**src/vda_pkg.sv**
```systemverilog
// Package for the variable bit-length delta audio decoder.
// Holds the item structs, the queue entry type and the shared constants.
// Depends on nothing; every module of the decoder imports it.
package vda_pkg;

	localparam int MAX_SAMPLES       = 4096;
	localparam int SHORT_SILENCE_RUN = 4;
	localparam int LONG_SILENCE_RUN  = 16;

	localparam int COUNT_W   = 13;
	localparam int SILENCE_W = 5;
	localparam int STORE_W   = 15;
	localparam int FILL_W    = 4;
	localparam int CODE_W    = 3;

	localparam int QDEPTH  = 4;
	localparam int QPTR_W  = $clog2(QDEPTH);
	localparam int QCNT_W  = $clog2(QDEPTH + 1);

	localparam logic       KIND_HEADER        = 1'b0;
	localparam logic       KIND_DATA          = 1'b1;
	localparam logic [2:0] CODE_SHORT_SILENCE = 3'd0;
	localparam logic [2:0] CODE_LONG_SILENCE  = 3'd1;

	typedef struct packed {
		logic                      kind;
		logic [7:0]                data_byte;
		logic [7:0]                header_scale;
		logic signed [7:0]         first_sample;
		logic [COUNT_W-1:0]        packet_samples;
	} in_item_t;

	typedef struct packed {
		logic signed [7:0] sample;
		logic [7:0]        scale;
		logic              last;
	} out_item_t;

	// Classified entry between the front and the back: the byte is the data
	// byte for a data item and the first sample for a header.
	typedef struct packed {
		logic               is_header;
		logic [7:0]         value;
		logic [7:0]         scale;
		logic [COUNT_W-1:0] total;
	} q_entry_t;

endpackage

```
**src/vbr_delta_audio_decoder_core.sv**
```systemverilog
// Variable bit-length delta PCM decoder for 8-bit audio packets: a header item
// emits the first sample, and each data byte is then loaded into the bit store
// and decoded step by step (a step is a code read, a delta, a run terminator or
// a silence sample), with one more step once the buffered bits run out. The
// symbol engine in the back end does this work; a four-entry queue behind a
// front register lets the input keep taking items while the engine works or
// the output stalls, and results leave through one output register.
// Depends on vda_pkg, vda_front, vda_queue and vda_back.
module vbr_delta_audio_decoder_core import vda_pkg::*; (
	input  logic      clk,
	input  logic      arst_n,
	input  logic      item_valid,
	output logic      item_ready,
	input  in_item_t  item,
	output logic      result_valid,
	input  logic      result_ready,
	output out_item_t result
);

	logic     push_valid;
	logic     push_ready;
	q_entry_t push_entry;
	logic     pop_valid;
	logic     pop;
	q_entry_t pop_entry;

	vda_front u_front (
		.clk        (clk),
		.arst_n     (arst_n),
		.item_valid (item_valid),
		.item_ready (item_ready),
		.item       (item),
		.push_valid (push_valid),
		.push_ready (push_ready),
		.push_entry (push_entry)
	);

	vda_queue u_queue (
		.clk        (clk),
		.arst_n     (arst_n),
		.push_valid (push_valid),
		.push_ready (push_ready),
		.push_entry (push_entry),
		.pop_valid  (pop_valid),
		.pop        (pop),
		.pop_entry  (pop_entry)
	);

	vda_back u_back (
		.clk          (clk),
		.arst_n       (arst_n),
		.q_valid      (pop_valid),
		.q_pop        (pop),
		.q_entry      (pop_entry),
		.result_valid (result_valid),
		.result_ready (result_ready),
		.result       (result)
	);

endmodule

```
**src/vda_front.sv**
```systemverilog
// Front end of the decoder: accepts input items, classifies them and clamps
// the packet count. Holds one classified entry until the queue takes it.
// Depends on vda_pkg.
module vda_front import vda_pkg::*; (
	input  logic      clk,
	input  logic      arst_n,
	input  logic      item_valid,
	output logic      item_ready,
	input  in_item_t  item,
	output logic      push_valid,
	input  logic      push_ready,
	output q_entry_t  push_entry
);

	logic     hold_valid_q;
	q_entry_t hold_q;
	q_entry_t entry_d;
	logic     take;

	assign item_ready = !hold_valid_q || push_ready;
	assign take       = item_valid && item_ready;
	assign push_valid = hold_valid_q;
	assign push_entry = hold_q;

	always_comb begin
		entry_d.is_header = (item.kind == KIND_HEADER);
		entry_d.scale     = item.header_scale;
		entry_d.value     = (item.kind == KIND_HEADER) ? item.first_sample : item.data_byte;
		// A zero count still yields the first sample; large counts saturate.
		if (item.packet_samples == '0) begin
			entry_d.total = COUNT_W'(1);
		end else if (item.packet_samples > COUNT_W'(MAX_SAMPLES)) begin
			entry_d.total = COUNT_W'(MAX_SAMPLES);
		end else begin
			entry_d.total = item.packet_samples;
		end
	end

	always_ff @(posedge clk or negedge arst_n) begin
		if (!arst_n) begin
			hold_valid_q <= 1'b0;
		end else if (take) begin
			hold_valid_q <= 1'b1;
		end else if (push_ready) begin
			hold_valid_q <= 1'b0;
		end
	end

	always_ff @(posedge clk) begin
		if (take) begin
			hold_q <= entry_d;
		end
	end

endmodule

```
**src/vda_queue.sv**
```systemverilog
// Short queue of classified entries between the front and the back end.
// Register based, one write and one read position per cycle.
// Depends on vda_pkg.
module vda_queue import vda_pkg::*; (
	input  logic     clk,
	input  logic     arst_n,
	input  logic     push_valid,
	output logic     push_ready,
	input  q_entry_t push_entry,
	output logic     pop_valid,
	input  logic     pop,
	output q_entry_t pop_entry
);

	q_entry_t            slots_q [QDEPTH];
	logic [QPTR_W-1:0]   wr_ptr_q;
	logic [QPTR_W-1:0]   rd_ptr_q;
	logic [QCNT_W-1:0]   count_q;
	logic                do_push;
	logic                do_pop;

	assign push_ready = (count_q != QCNT_W'(QDEPTH));
	assign pop_valid  = (count_q != '0);
	assign pop_entry  = slots_q[rd_ptr_q];
	assign do_push    = push_valid && push_ready;
	assign do_pop     = pop && pop_valid;

	always_ff @(posedge clk or negedge arst_n) begin
		if (!arst_n) begin
			wr_ptr_q <= '0;
			rd_ptr_q <= '0;
			count_q  <= '0;
		end else begin
			if (do_push) begin
				wr_ptr_q <= wr_ptr_q + QPTR_W'(1);
			end
			if (do_pop) begin
				rd_ptr_q <= rd_ptr_q + QPTR_W'(1);
			end
			if (do_push && !do_pop) begin
				count_q <= count_q + QCNT_W'(1);
			end else if (do_pop && !do_push) begin
				count_q <= count_q - QCNT_W'(1);
			end
		end
	end

	always_ff @(posedge clk) begin
		if (do_push) begin
			slots_q[wr_ptr_q] <= push_entry;
		end
	end

endmodule

```
**src/vda_back.sv**
```systemverilog
// Back end: the symbol engine and the result register. Takes one queue
// entry at a time; one decode step per cycle unless the output stalls.
// Depends on vda_pkg.
module vda_back import vda_pkg::*; (
	input  logic      clk,
	input  logic      arst_n,
	input  logic      q_valid,
	output logic      q_pop,
	input  q_entry_t  q_entry,
	output logic      result_valid,
	input  logic      result_ready,
	output out_item_t result
);

	logic                 busy_q, busy_d;
	logic [STORE_W-1:0]   store_q, store_d;
	logic [FILL_W-1:0]    fill_q, fill_d;
	logic                 mode_q, mode_d;
	logic [3:0]           width_q, width_d;
	logic [SILENCE_W-1:0] silence_q, silence_d;
	logic [7:0]           acc_q, acc_d;
	logic [COUNT_W-1:0]   left_q, left_d;
	logic [7:0]           scale_q, scale_d;
	logic                 res_valid_q;
	out_item_t            res_q;

	logic                 out_free;
	logic                 emit;
	logic [7:0]           mask8;
	logic [7:0]           sign_bit;
	logic [7:0]           delta_raw;
	logic [7:0]           delta_ext;
	logic [CODE_W-1:0]    code;
	logic [COUNT_W-1:0]   left_after;

	assign out_free     = !res_valid_q || result_ready;
	assign result_valid = res_valid_q;
	assign result       = res_q;

	always_comb begin
		mask8     = 8'((9'd1 << width_q) - 9'd1);
		sign_bit  = 8'(9'd1 << (width_q - 4'd1));
		delta_raw = store_q[7:0] & mask8;
		delta_ext = ((delta_raw & sign_bit) != '0) ? (delta_raw | ~mask8) : delta_raw;
		code      = store_q[CODE_W-1:0];
	end

	always_comb begin
		busy_d     = busy_q;
		store_d    = store_q;
		fill_d     = fill_q;
		mode_d     = mode_q;
		width_d    = width_q;
		silence_d  = silence_q;
		acc_d      = acc_q;
		left_d     = left_q;
		scale_d    = scale_q;
		emit       = 1'b0;
		q_pop      = 1'b0;
		left_after = left_q;

		if (busy_q) begin
			if (left_q == '0) begin
				busy_d = 1'b0;
			end else if (silence_q != '0) begin
				if (out_free) begin
					silence_d = silence_q - SILENCE_W'(1);
					emit      = 1'b1;
				end
			end else if (mode_q) begin
				if (fill_q < width_q) begin
					busy_d = 1'b0;
				end else if (delta_raw == sign_bit) begin
					// The most negative value of the width closes the run.
					store_d = store_q >> width_q;
					fill_d  = fill_q - width_q;
					mode_d  = 1'b0;
				end else if (out_free) begin
					store_d = store_q >> width_q;
					fill_d  = fill_q - width_q;
					acc_d   = acc_q + delta_ext;
					emit    = 1'b1;
				end
			end else begin
				if (fill_q < FILL_W'(CODE_W)) begin
					busy_d = 1'b0;
				end else begin
					store_d = store_q >> CODE_W;
					fill_d  = fill_q - FILL_W'(CODE_W);
					if (code == CODE_SHORT_SILENCE) begin
						acc_d     = '0;
						silence_d = SILENCE_W'(SHORT_SILENCE_RUN);
					end else if (code == CODE_LONG_SILENCE) begin
						acc_d     = '0;
						silence_d = SILENCE_W'(LONG_SILENCE_RUN);
					end else begin
						width_d = 4'({1'b0, code} + 4'd1);
						mode_d  = 1'b1;
					end
				end
			end
		end else if (q_valid && out_free) begin
			q_pop = 1'b1;
			if (q_entry.is_header) begin
				scale_d   = q_entry.scale;
				acc_d     = q_entry.value;
				store_d   = '0;
				fill_d    = '0;
				mode_d    = 1'b0;
				width_d   = '0;
				silence_d = '0;
				left_d    = q_entry.total;
				emit      = 1'b1;
			end else if (left_q != '0) begin
				store_d = store_q | STORE_W'({7'd0, q_entry.value} << fill_q);
				fill_d  = fill_q + FILL_W'(8);
				busy_d  = 1'b1;
			end
		end

		if (emit) begin
			left_after = left_d - COUNT_W'(1);
			left_d     = left_after;
			// The final sample ends the packet and drops any leftover bits.
			if (left_after == '0) begin
				store_d   = '0;
				fill_d    = '0;
				silence_d = '0;
				mode_d    = 1'b0;
				busy_d    = 1'b0;
			end
		end
	end

	always_ff @(posedge clk or negedge arst_n) begin
		if (!arst_n) begin
			busy_q      <= 1'b0;
			store_q     <= '0;
			fill_q      <= '0;
			mode_q      <= 1'b0;
			width_q     <= '0;
			silence_q   <= '0;
			acc_q       <= '0;
			left_q      <= '0;
			scale_q     <= '0;
			res_valid_q <= 1'b0;
		end else begin
			busy_q    <= busy_d;
			store_q   <= store_d;
			fill_q    <= fill_d;
			mode_q    <= mode_d;
			width_q   <= width_d;
			silence_q <= silence_d;
			acc_q     <= acc_d;
			left_q    <= left_d;
			scale_q   <= scale_d;
			if (emit) begin
				res_valid_q <= 1'b1;
			end else if (result_ready) begin
				res_valid_q <= 1'b0;
			end
		end
	end

	always_ff @(posedge clk) begin
		if (emit) begin
			res_q.sample <= acc_d;
			res_q.scale  <= scale_d;
			res_q.last   <= (left_after == '0);
		end
	end

endmodule
```
**config.mk**
```make
export PLATFORM = sky130hd
export DESIGN_NAME = vbr_delta_audio_decoder_core
export DESIGN_NICKNAME = d
export VERILOG_FILES = /design/src/vda_pkg.sv /design/src/vbr_delta_audio_decoder_core.sv /design/src/vda_front.sv /design/src/vda_queue.sv /design/src/vda_back.sv
export SDC_FILE = /design/constraint.sdc
export NUM_CORES = 1
export LEC_CHECK = 0
export BUFFER_PORTS_ARGS = -buffer_cell sky130_fd_sc_hd__buf_2
export CORE_UTILIZATION = 25
export CTS_CLUSTER_SIZE = 28
export DETAILED_ROUTE_END_ITERATION = 12
export GPL_TIMING_DRIVEN = 0
export PLACE_DENSITY = 0.35
export SYNTH_ARGS = -nofsm -noshare
export SYNTH_HDL_FRONTEND = slang
export SYNTH_SLANG_ARGS = --single-unit
```
**constraint.sdc**
```tcl
create_clock -name clk -period 14.22 [get_ports clk]
set_input_delay 2.133 -clock clk [delete_from_list [all_inputs] [get_ports clk]]
set_output_delay 2.133 -clock clk [all_outputs]
set_load 0.05 [all_outputs]
```
; Word-level counts from Yosys, hierarchy flattened
; Memory sizes are Yosys's and may differ from the RTL's.
; Index checks and enable logic that the tools add are counted.
; W data, S select, Z words.
[op_classes]
mux = 113
n_bitwise = 6
eq_ne = 9
reduce_logical = 28
addsub = 13
n_shift = 4
order_cmp = 3
[ops]
columns = operator, n
row1 = $mux W15, 13
row2 = $mux W8, 17
row3 = $mux W4, 22
row4 = $mux W13, 6
row5 = $mux W5, 12
row6 = $logic_not A13 Y1, 4
row7 = $mux W1, 41
row8 = $and A8 B8 Y8, 2
row9 = $shl A1 B4 Y8 const A, 2
row10 = $or A15 B15 Y15, 1
row11 = $shl A8 B4 Y15, 1
row12 = $shr A15 B4 Y15, 1
row13 = $gt A13 B13 Y1 const B, 1
row14 = $reduce_bool A13 Y1, 1
row15 = $sub A13 B1 Y13 const B, 1
row16 = $ne A2 B2 Y1 const B, 6
row17 = $reduce_bool A2 Y1, 5
row18 = $add A8 B8 Y8, 1
row19 = $eq A8 B8 Y1, 1
row20 = $not A8 Y8, 1
row21 = $or A8 B8 Y8, 1
row22 = $reduce_and A8 Y1, 1
row23 = $reduce_bool A8 Y1, 1
row24 = $sub A8 B1 Y8 const B, 1
row25 = 22 further kinds, 33
[totals]
ram_bits = 120
wordCells = 199
out_inout_bits = 19
reg_bits = 115
inputBits = 42
memories = 1
[mem_list]
columns = name, depth, width, read_ports, rd_ports_with_merged_regs, write_ports, line
row1 = u_queue.slots_q, 4, 30, 1, 0, 1, vda_queue.sv:15  ; q_entry_t slots_q [QDEPTH];

; Logic depth before layout (Yosys ltp)
; Gate-level depths: netlist (run 1).
[depth]
depth_word = 14
ltp_mapped = 25
mapped_depth_nobuf = 24

; By module
; From an unflattened synthesis (run 1), not the netlist that was laid out.
[hier_totals]
hier_cells = 993
hier_area_um2 = 12234.2
[modules_own_cells]
columns = module, n_inst, cells_per_inst, seq_area_each_um2, area_per_inst_um2
row1 = vda_back, 1, 739, 2011.9, 6251.0
row2 = vda_queue, 1, 192, 3778.6, 4779.6
row3 = vda_front, 1, 62, 925.9, 1203.7

; Least setup slack after synthesis (run 1)
; No wires, ideal clock.
[synth_path]
path_type = in2reg
startpoint = input result_ready
endpoint = register u_back.store_q[11]
arrival_time_ps = 5430
required_ps = 14084
stages = 17
setup_ps = 136
setup_slack_ps = 8654
path_buffers = 5
path_cell_list = nand2b_1 > and4_4 > buf_6 > buf_2 > clkbuf_1 > mux2i_1 > ha_1 > or3b_2 > a41o_1 > o31a_1 > nor3_1 > o211ai_1 > nor4_1 > and2_1 > buf_6 > buf_6 > nor3_1
[synth_via]
elab_chain_len = 10
word_cells_on_any_way = 24
cone_classes = add/sub (1) / mux (20) / reduce/logical (3)
[synth_rtl]
columns = element, line
row1 = "start, declared", vbr_delta_audio_decoder_core.sv:16  ; input logic result_ready,
row2 = $logic_or A1 B1 Y1 (*), vda_back.sv:36  ; assign out_free = !res_valid_q || result_ready;
row3 = "parallel branches: the longest is 8 deep, another holds $sub A13 B1 Y13", --
row4 = $mux W15 (*), vda_back.sv:121  ; if (emit) begin
row5 = net u_back.store_d[11], vda_back.sv:16  ; logic [STORE_W-1:0] store_q, store_d;
row6 = "end signal, assigned", vda_back.sv:149  ; store_q <= store_d;
row7 = "end, declared", vda_back.sv:16
; Mark *: on every way through the listed nets, which the timed path passes.
; A chain may end at the register's enable or synchronous reset.

; Final worst setup path (run 1)
; Ends and elaborated chain as after synthesis.

==> out/metrics.csv, run 1 <==
metric;value;unit
status;finished clean;
antenna cells;0;
syn nets;1057;
Die ar.;48500;um^2
fin area;14100;um^2
pre-CTS WS;7.50;ns
via count;8266;
wire length on met2;17400;um
cell taking the most area after synthesis;edfxtp_1;
non-filler cells, final;1701;
synthesized flop and latch total;235;
M1 WL;16200;um
final layout net count;1151;
Hold Worst Slack;0.469;ns
Main synth FF type;edfxtp_1;
Max VDD drop;0.0885;mV
Sequential Power Share;30.9;%
Top cell by count, worst path;buf_6;
post-route clock period utilization;43.4;%
Die H;220;um
f_max;162;MHz
Reg2Reg Capture Point;u_back.result[15];
GP Congestion;0.846;
core area;46800;um^2
Comb power frac;48.5;%
CTS Hold Buffers Added;0;
Int Pwr;2.08;mW
Top delay family on crit path;simple AND/OR/NAND/NOR gates;
startpoint types;primary input;
crit-path cells;buf_2 > nand2b_1 > and4_4 > buf_6 > buf_2 > clkbuf_1 > mux2i_1 > ha_1 > or3b_2 > a41o_1 > o31a_1 > nor3_1 > o211ai_1 > nor4_1 > and2_1 > buf_6 > buf_6 > nor3_1;
initial antenna violation count;0;
top post-synthesis cells by area;edfxtp_1 42%, dfrtp_1 14%, mux4_2 5.7%, mux2i_1 4.8%, ha_1 3.6%;
Unique masters post-synth;67;
Slew @ Worst Pin;1.07;ns
Max H-tree Level;1;
Final Setup Violations;0;
skew final;0.00991;ns
num rows;79;
syn avg cell area;12.2;um^2
clock latency on the worst-skew pair;0.55;ns
Post-synth EDFFs;167;
CP max-delay cell;clkbuf_1;
switching share of power;43.0;%
Initial Util;25.5;%
Critical path buffers and inverters;6;
Critical Path Max Stage Delay;0.58;ns
CP required;14.62;ns
Pwr Total;3.65;mW
RSZ-0062 raised after global routing;no;
critical path launch point;result_ready;
number of max-cap violations;0;
Routed WL;35600;um
layout cells sized above 1;15.8;%
Layout area overhead;18.0;%
CTS max path bufs;3;
Critical Path Sink Type;register;
setup TNS;0;ns
Hold Vio Cnt, Final;0;
WL per Instance;20.9;um
Post-CTS Resized;0;
Synth top area share;42.1;%
DR iter-0 viols;510;
root buffer selected by CTS;clkbuf_16;
Final Max Tran Viols;0;
first-pass iteration count of the detailed router;5;
CP Max Fanout;10;
placed inst area;13100;um^2
Rel. slew slack;28.1;%
Hold Crit Class;reg2reg;
Critical Path AT;6.57;ns
first-pass GRT wire length;54400;um
Crit Path Category;in2reg;
synth warn;0;
clock share of power;20.6;%
vias in the first global route;8534;
commonest non-fill, non-tap cell in the layout;edfxtp_1;
largest net degree at the start of global routing;46;
CP endpoint;u_back.store_q[11];
R2R depth;23;
Total GRT Usage;15.0;%
Layout Utilization;30.1;%
most frequent cells in the layout;167 x edfxtp_1, 93 x nand2_1, 82 x nor2_1;
Crit Reg-Reg Startpoint;u_back.width_q[1];
Post-DRT Antenna Nets;0;
Cells after Synth;978;
top sig layer;met4;
Power Density;259;nW/um^2
post-DR vias/cell;4.86;
clk sinks;235;
chip width;220;um
drt drc;0;
fin worst setup slack;8.05;ns
total grt overflow;0;
Clock transition at path regs;0.06;ns
Post-Syn Area;11900;um^2
fraction of registers with async set/reset;28.9;%
Critical Path Stages;18;
Port Buf Inserts;59;
sequential-to-total area share from yosys stat;56.4;%
DP HPWL;25500;um
Num CTS Buffers;28;
placed cell count;1649;
reg2reg setup slack;8.10;ns
Psw;1.57;mW
TritonCTS clock tree;done;
Leak;5.29;nW
met3 routed WL;1330;um
io pins;61;
min cycle time layout;6.17;ns
postcts setup bufs;0;
==> cell families after synthesis <==
group / Yosys count / synth area share (%)
flip-flops: 235 / 56.4
AO/OA/AOI/OAI: 190 / 10.5
AND/OR/NAND/NOR: 300 / 11.7
multiplexers: 107 / 12.4
adder cells (fa/ha/maj): 37 / 4.07
XOR/XNOR: 30 / 2.20
buffers and inverters: 79 / 2.83
==> worst min-delay path by stage <==
stage	cells after the start	slack, ns	startpoint	endpoint
after floorplan	2	0.44	u_back.scale_q[0]	u_back.scale_q[0]
after global placement	2	0.46	u_back.scale_q[3]	u_back.scale_q[3]
after detailed placement	2	0.46	u_back.scale_q[5]	u_back.scale_q[5]
after CTS	2	0.48	u_back.scale_q[4]	u_back.scale_q[4]
after global routing	2	0.50	u_back.scale_q[5]	u_back.scale_q[5]
final	2	0.47	u_back.scale_q[4]	u_back.scale_q[4]
==> layer usage <==
metal | up-vias | GRT usage, %
met3 | 47 | 1.90
met4 | 0 | 4.21
li1 | 3879 | -
met2 | 171 | 25.5
met1 | 4169 | 19.9
met5 | - | 0
==> worst reg2reg max path: stages, from the launching register on <==
cell and delay [ns]:
dfrtp_1 0.35, clkbuf_1 0.22, clkbuf_1 0.39, nor3_1 0.66, nand2_1 0.30, ha_1 0.33, nand2_1 0.09, xor2_1 0.18
nor2b_1 0.10, ha_1 0.19, nor4_1 0.39, nand2_1 0.28, nor2_1 0.15, a21oi_1 0.08, ha_1 0.26, fa_1 0.45
a21o_1 0.18, a21oi_1 0.21, o21ai_0 0.11, a21oi_1 0.17, xor2_1 0.25, o31ai_1 0.10, a21oi_1 0.23, mux2i_1 0.15
==> cells in the mapped netlist, drive strengths merged (4+ instances only) <==
| library cell | instances |
|---|---|
| nor3 | 34 |
| a21o | 17 |
| nand3 | 20 |
| edfxtp | 167 |
| nor4 | 15 |
| a22oi | 5 |
| xor2 | 11 |
| dfrtp | 68 |
| o31ai | 4 |
| and2 | 11 |
| mux2 | 20 |
| nand2 | 93 |
| o211ai | 7 |
| buf | 15 |
| o22ai | 12 |
| ha | 34 |
| a21oi | 46 |
| or3 | 5 |
| a221o | 5 |
| nand2b | 7 |
| a211oi | 6 |
| clkbuf | 36 |
| nor2 | 82 |
| inv | 25 |
| o21a | 6 |
| a31oi | 8 |
| nor2b | 17 |
| a221oi | 7 |
| mux4 | 30 |
| nand4 | 4 |
| o21ai | 40 |
| mux2i | 57 |
| xnor2 | 19 |
==> registers in the layout, summed over array words and instances (netlist names), 4 cells and up <==
name / flops
u_back.result: 17
u_back.fill_q: 4
u_front.push_entry: 30
u_back.silence_q: 5
u_back.scale_q: 8
u_queue.slots_q: 120
u_back.width_q: 4
u_back.acc_q: 8
u_back.store_q: 15
u_back.left_q: 13
==> power by group through the flow <==
| stage | Clock (mW) | Combinational, mW | Sequential [mW] |
|---|---|---|---|
| finish | 0.751 | 1.77 | 1.13 |
| global route | 0.798 | 1.96 | 1.15 |
| CTS | 0.776 | 1.79 | 1.13 |
| detailed placement | 0 | 1.79 | 1.14 |
| global placement | 0 | 1.78 | 1.15 |
| floorplan | 0 | 1.15 | 1.18 |
==> cell type report <==
type / instances / area, um^2
Clock buffer: 46 / 831
Timing Repair Buffer: 64 / 405
Multi-Input combinational cell: 664 / 4870
Clock inverter: 6 / 134
Buffer: 51 / 234
Tap cell: 607 / 759
Sequential cell: 235 / 6720
Inverter: 28 / 105
Fill cell: 4841 / 32700
(Power assumes the default switching activity.)
==> run 2, diff against run 1 <==
ABC_AREA = 1   (was default)
clock period = 6.26 ns   (was 14.22 ns; I/O delays follow)
==> out/metrics.csv, run 2 <==
metric;value;unit;change
GP Congestion;0.853;;was 0.846
top post-synthesis cells by area;edfxtp_1 40%, dfrtp_1 13%, nand2_1 11%, o21ai_0 5.6%, nor2_1 5.2%;;was edfxtp_1 42%, dfrtp_1 14%, mux4_2 5.7%, mux2i_1 4.8%, ha_1 3.6%
Biggest register;u_queue.slots_q;;unchanged
synth warn;0;;unchanged
cell taking the most area after synthesis;edfxtp_1;;unchanged
Max H-tree Level;1;;unchanged
Initial Util;25.6;%;was 25.5%
core area;49400;um^2;was 46800 um^2
Max VDD drop;0.247;mV;was 0.0885 mV
Port Buf Inserts;59;;unchanged
max FFs per register;120;;unchanged
CTS max path bufs;3;;unchanged
Layout area overhead;18.2;%;was 18.0%
setup TNS;0;ns;unchanged
largest net degree at the start of global routing;57;;was 46
Rel. slew slack;42.7;%;was 28.1%
FILL cells;5286;;was 4841
DP HPWL;29100;um;was 25500 um
Post-CTS Resized;0;;unchanged
Clock transition at path regs;0.06;ns;about the same
final layout net count;1636;;was 1151
WL per Instance;17.7;um;was 20.9 um
count leader, synth;nand2_1;;was edfxtp_1
layout cells sized above 1;10.7;%;was 15.8%
drt drc;0;;unchanged
Final Setup Violations;0;;unchanged
initial antenna violation count;0;;unchanged
most frequent cells after synthesis;383 x nand2_1, 175 x nor2_1, 167 x edfxtp_1, 151 x inv_1, 142 x o21ai_0;;was 167 x edfxtp_1, 93 x nand2_1, 82 x nor2_1, 68 x dfrtp_1, 57 x mux2i_1
startpoint types;register;;was primary input
non-filler cells, final;2240;;was 1701
Routed WL;39600;um;was 35600 um
chip width;227;um;was 220 um
TritonCTS clock tree;done;;unchanged
clock latency on the worst-skew pair;0.56;ns;was 0.55 ns
Post-Syn Area;12600;um^2;was 11900 um^2
Synth top area share;39.8;%;was 42.1%
Crit Path Category;reg2reg;;was in2reg
CP required;6.44;ns;was 14.62 ns
Leak;6.37;nW;was 5.29 nW
Unique masters post-synth;48;;was 67
Total GRT Usage;15.7;%;was 15.0%
Post-synth EDFFs;167;;unchanged
antenna cells;0;;unchanged
DR iter-0 viols;537;;was 510
Num CTS Buffers;29;;was 28
clk sinks;235;;unchanged
CP endpoint;u_back.result[11];;was u_back.store_q[11]
R2R depth;21;;was 23
post-DR vias/cell;4.50;;was 4.86
post-route clock period utilization;84.3;%;
Slew @ Worst Pin;0.857;ns;was 1.07 ns
Die H;227;um;was 220 um
Layout Utilization;30.2;%;was 30.1%
placed cell count;2189;;was 1649
Die ar.;51400;um^2;was 48500 um^2
min cycle time layout;5.28;ns;
Main synth FF type;edfxtp_1;;unchanged
via count;10077;;was 8266
synthesized flop and latch total;235;;unchanged
CTS Hold Buffers Added;0;;unchanged
most frequent cells in the layout;383 x nand2_1, 171 x nor2_1, 167 x edfxtp_1;;was 167 x edfxtp_1, 93 x nand2_1, 82 x nor2_1
num rows;81;;was 79
Critical Path AT;5.46;ns;was 6.57 ns
Post-DRT Antenna Nets;0;;unchanged
commonest non-fill, non-tap cell in the layout;nand2_1;;was edfxtp_1
pre-CTS WS;1.02;ns;was 7.50 ns
Power Density;601;nW/um^2;was 259 nW/um^2
first-pass GRT wire length;61400;um;was 54400 um
fin worst setup slack;0.980;ns;was 8.05 ns
total grt overflow;0;;unchanged
first-pass iteration count of the detailed router;5;;unchanged
reg2reg setup slack;0.98;ns;was 8.10 ns
Pwr Total;8.96;mW;was 3.65 mW
Hold Crit Class;in2async;;was reg2reg
Reg2Reg Capture Point;u_back.result[11];;was u_back.result[15]
Crit Reg-Reg Startpoint;u_back.width_q[0];;was u_back.width_q[1]
sequential-to-total area share from yosys stat;53.2;%;was 56.4%
vias in the first global route;10026;;was 8534
RSZ-0062 raised after global routing;no;;unchanged
io pins;61;;unchanged
status;finished clean;;unchanged
fraction of registers with async set/reset;28.9;%;unchanged
syn nets;1540;;was 1057
Critical Path Sink Type;register;;unchanged
Final Max Tran Viols;0;;unchanged
syn avg cell area;8.63;um^2;was 12.2 um^2
CP Max Fanout;26;;was 10
postcts setup bufs;0;;unchanged
Hold Vio Cnt, Final;0;;unchanged
f_max;189;MHz;
skew final;0.0231;ns;was 0.00991 ns
number of max-cap violations;0;;unchanged
Cells after Synth;1461;;was 978
root buffer selected by CTS;clkbuf_16;;unchanged
critical path launch point;u_back.width_q[0];;was result_ready
run 2: cell types whose count changed after synthesis, moves of 17 or more:
cell	previous run	this run
nand2_1	93	383
inv_1	24	151
o21ai_0	38	142
nor2_1	82	175
nand3_1	20	93
mux2i_1	57	2
mux4_2	30	0
nor3_1	34	7
mux2_2	19	1
a21o_1	17	0
nor2b_1	17	0
run 2: metal layers:
| layer | share of wire (%) | up-vias | global-route usage, % |
|---|---|---|---|
| li1 | - | 5064 | - |
| met5 | 0 | - | 0 |
| met4 | 1.6 | 0 | 3.75 |
| met3 | 3.4 | 38 | 1.81 |
| met2 | 46 | 193 | 25.6 |
| met1 | 49 | 4782 | 22.2 |
run 2: worst min path at each step:
stage | start | end | slack, ns | cells after the start
after floorplan | u_back.scale_q[0] | u_back.scale_q[0] | 0.46 | 2
after global placement | u_back.scale_q[1] | u_back.scale_q[1] | 0.48 | 2
after detailed placement | u_back.scale_q[3] | u_back.scale_q[3] | 0.49 | 2
after CTS | arst_n | u_back.result_valid | 0.22 | 1
after global routing | arst_n | u_back.result_valid | 0.23 | 1
final | arst_n | u_back.result_valid | 0.25 | 1
run 2: final cells by class:
cell class	instances	area [um^2]	share of cell area, %
clock inverter	13	201	1.35
multi-input combinational	1008	5030	33.8
sequential	235	6720	45.0
clock buffer	37	786	5.27
inverter	160	606	4.06
timing repair buffer	65	448	3.00
buffer	58	290	1.95
tap	664	831	5.57
run 2: logic make-up after synthesis:
| logic type | synth area share [%] |
|---|---|
| buf+inv | 7.09 |
| simple gates | 23.1 |
| flops | 53.2 |
| fa+ha+maj | 3.85 |
| compound gates | 11.3 |
| mux | 0.248 |
| xor+xnor | 1.18 |
run 2: through the flow:
stage	hold slack [ns]	area [um^2]
floorplan	0.458	12600
global placement	0.477	13700
detailed placement	0.487	13900
CTS	0.223	14900
global route	0.234	14900
finish	0.249	14900
run 2: critical path: stages (launching register included):
cell	delay [ns]
dfrtp_1	0.44
clkbuf_1	0.29
clkbuf_1	0.39
nor2_1	0.19
inv_1	0.14
nor2_1	0.07
inv_1	0.16
ha_1	0.24
nand2_1	0.08
xor2_1	0.24
nor2_1	0.08
ha_1	0.28
nor2_1	0.04
nand2_1	0.16
nor2_1	0.09
nor2_1	0.18
nand3_1	0.31
nand2_1	0.29
nand2_2	0.20
inv_1	0.12
buf_2	0.25
clkbuf_2	0.62
run 2: power breakdown:
part           leakage (nW)  total, mW  internal, mW  switching [mW]
Combinational          3.50       4.66          1.35            3.31
Clock                 0.478       1.77          1.09           0.685
Sequential             2.39       2.53          2.26           0.271
Total                  6.37       8.96          4.69            4.27
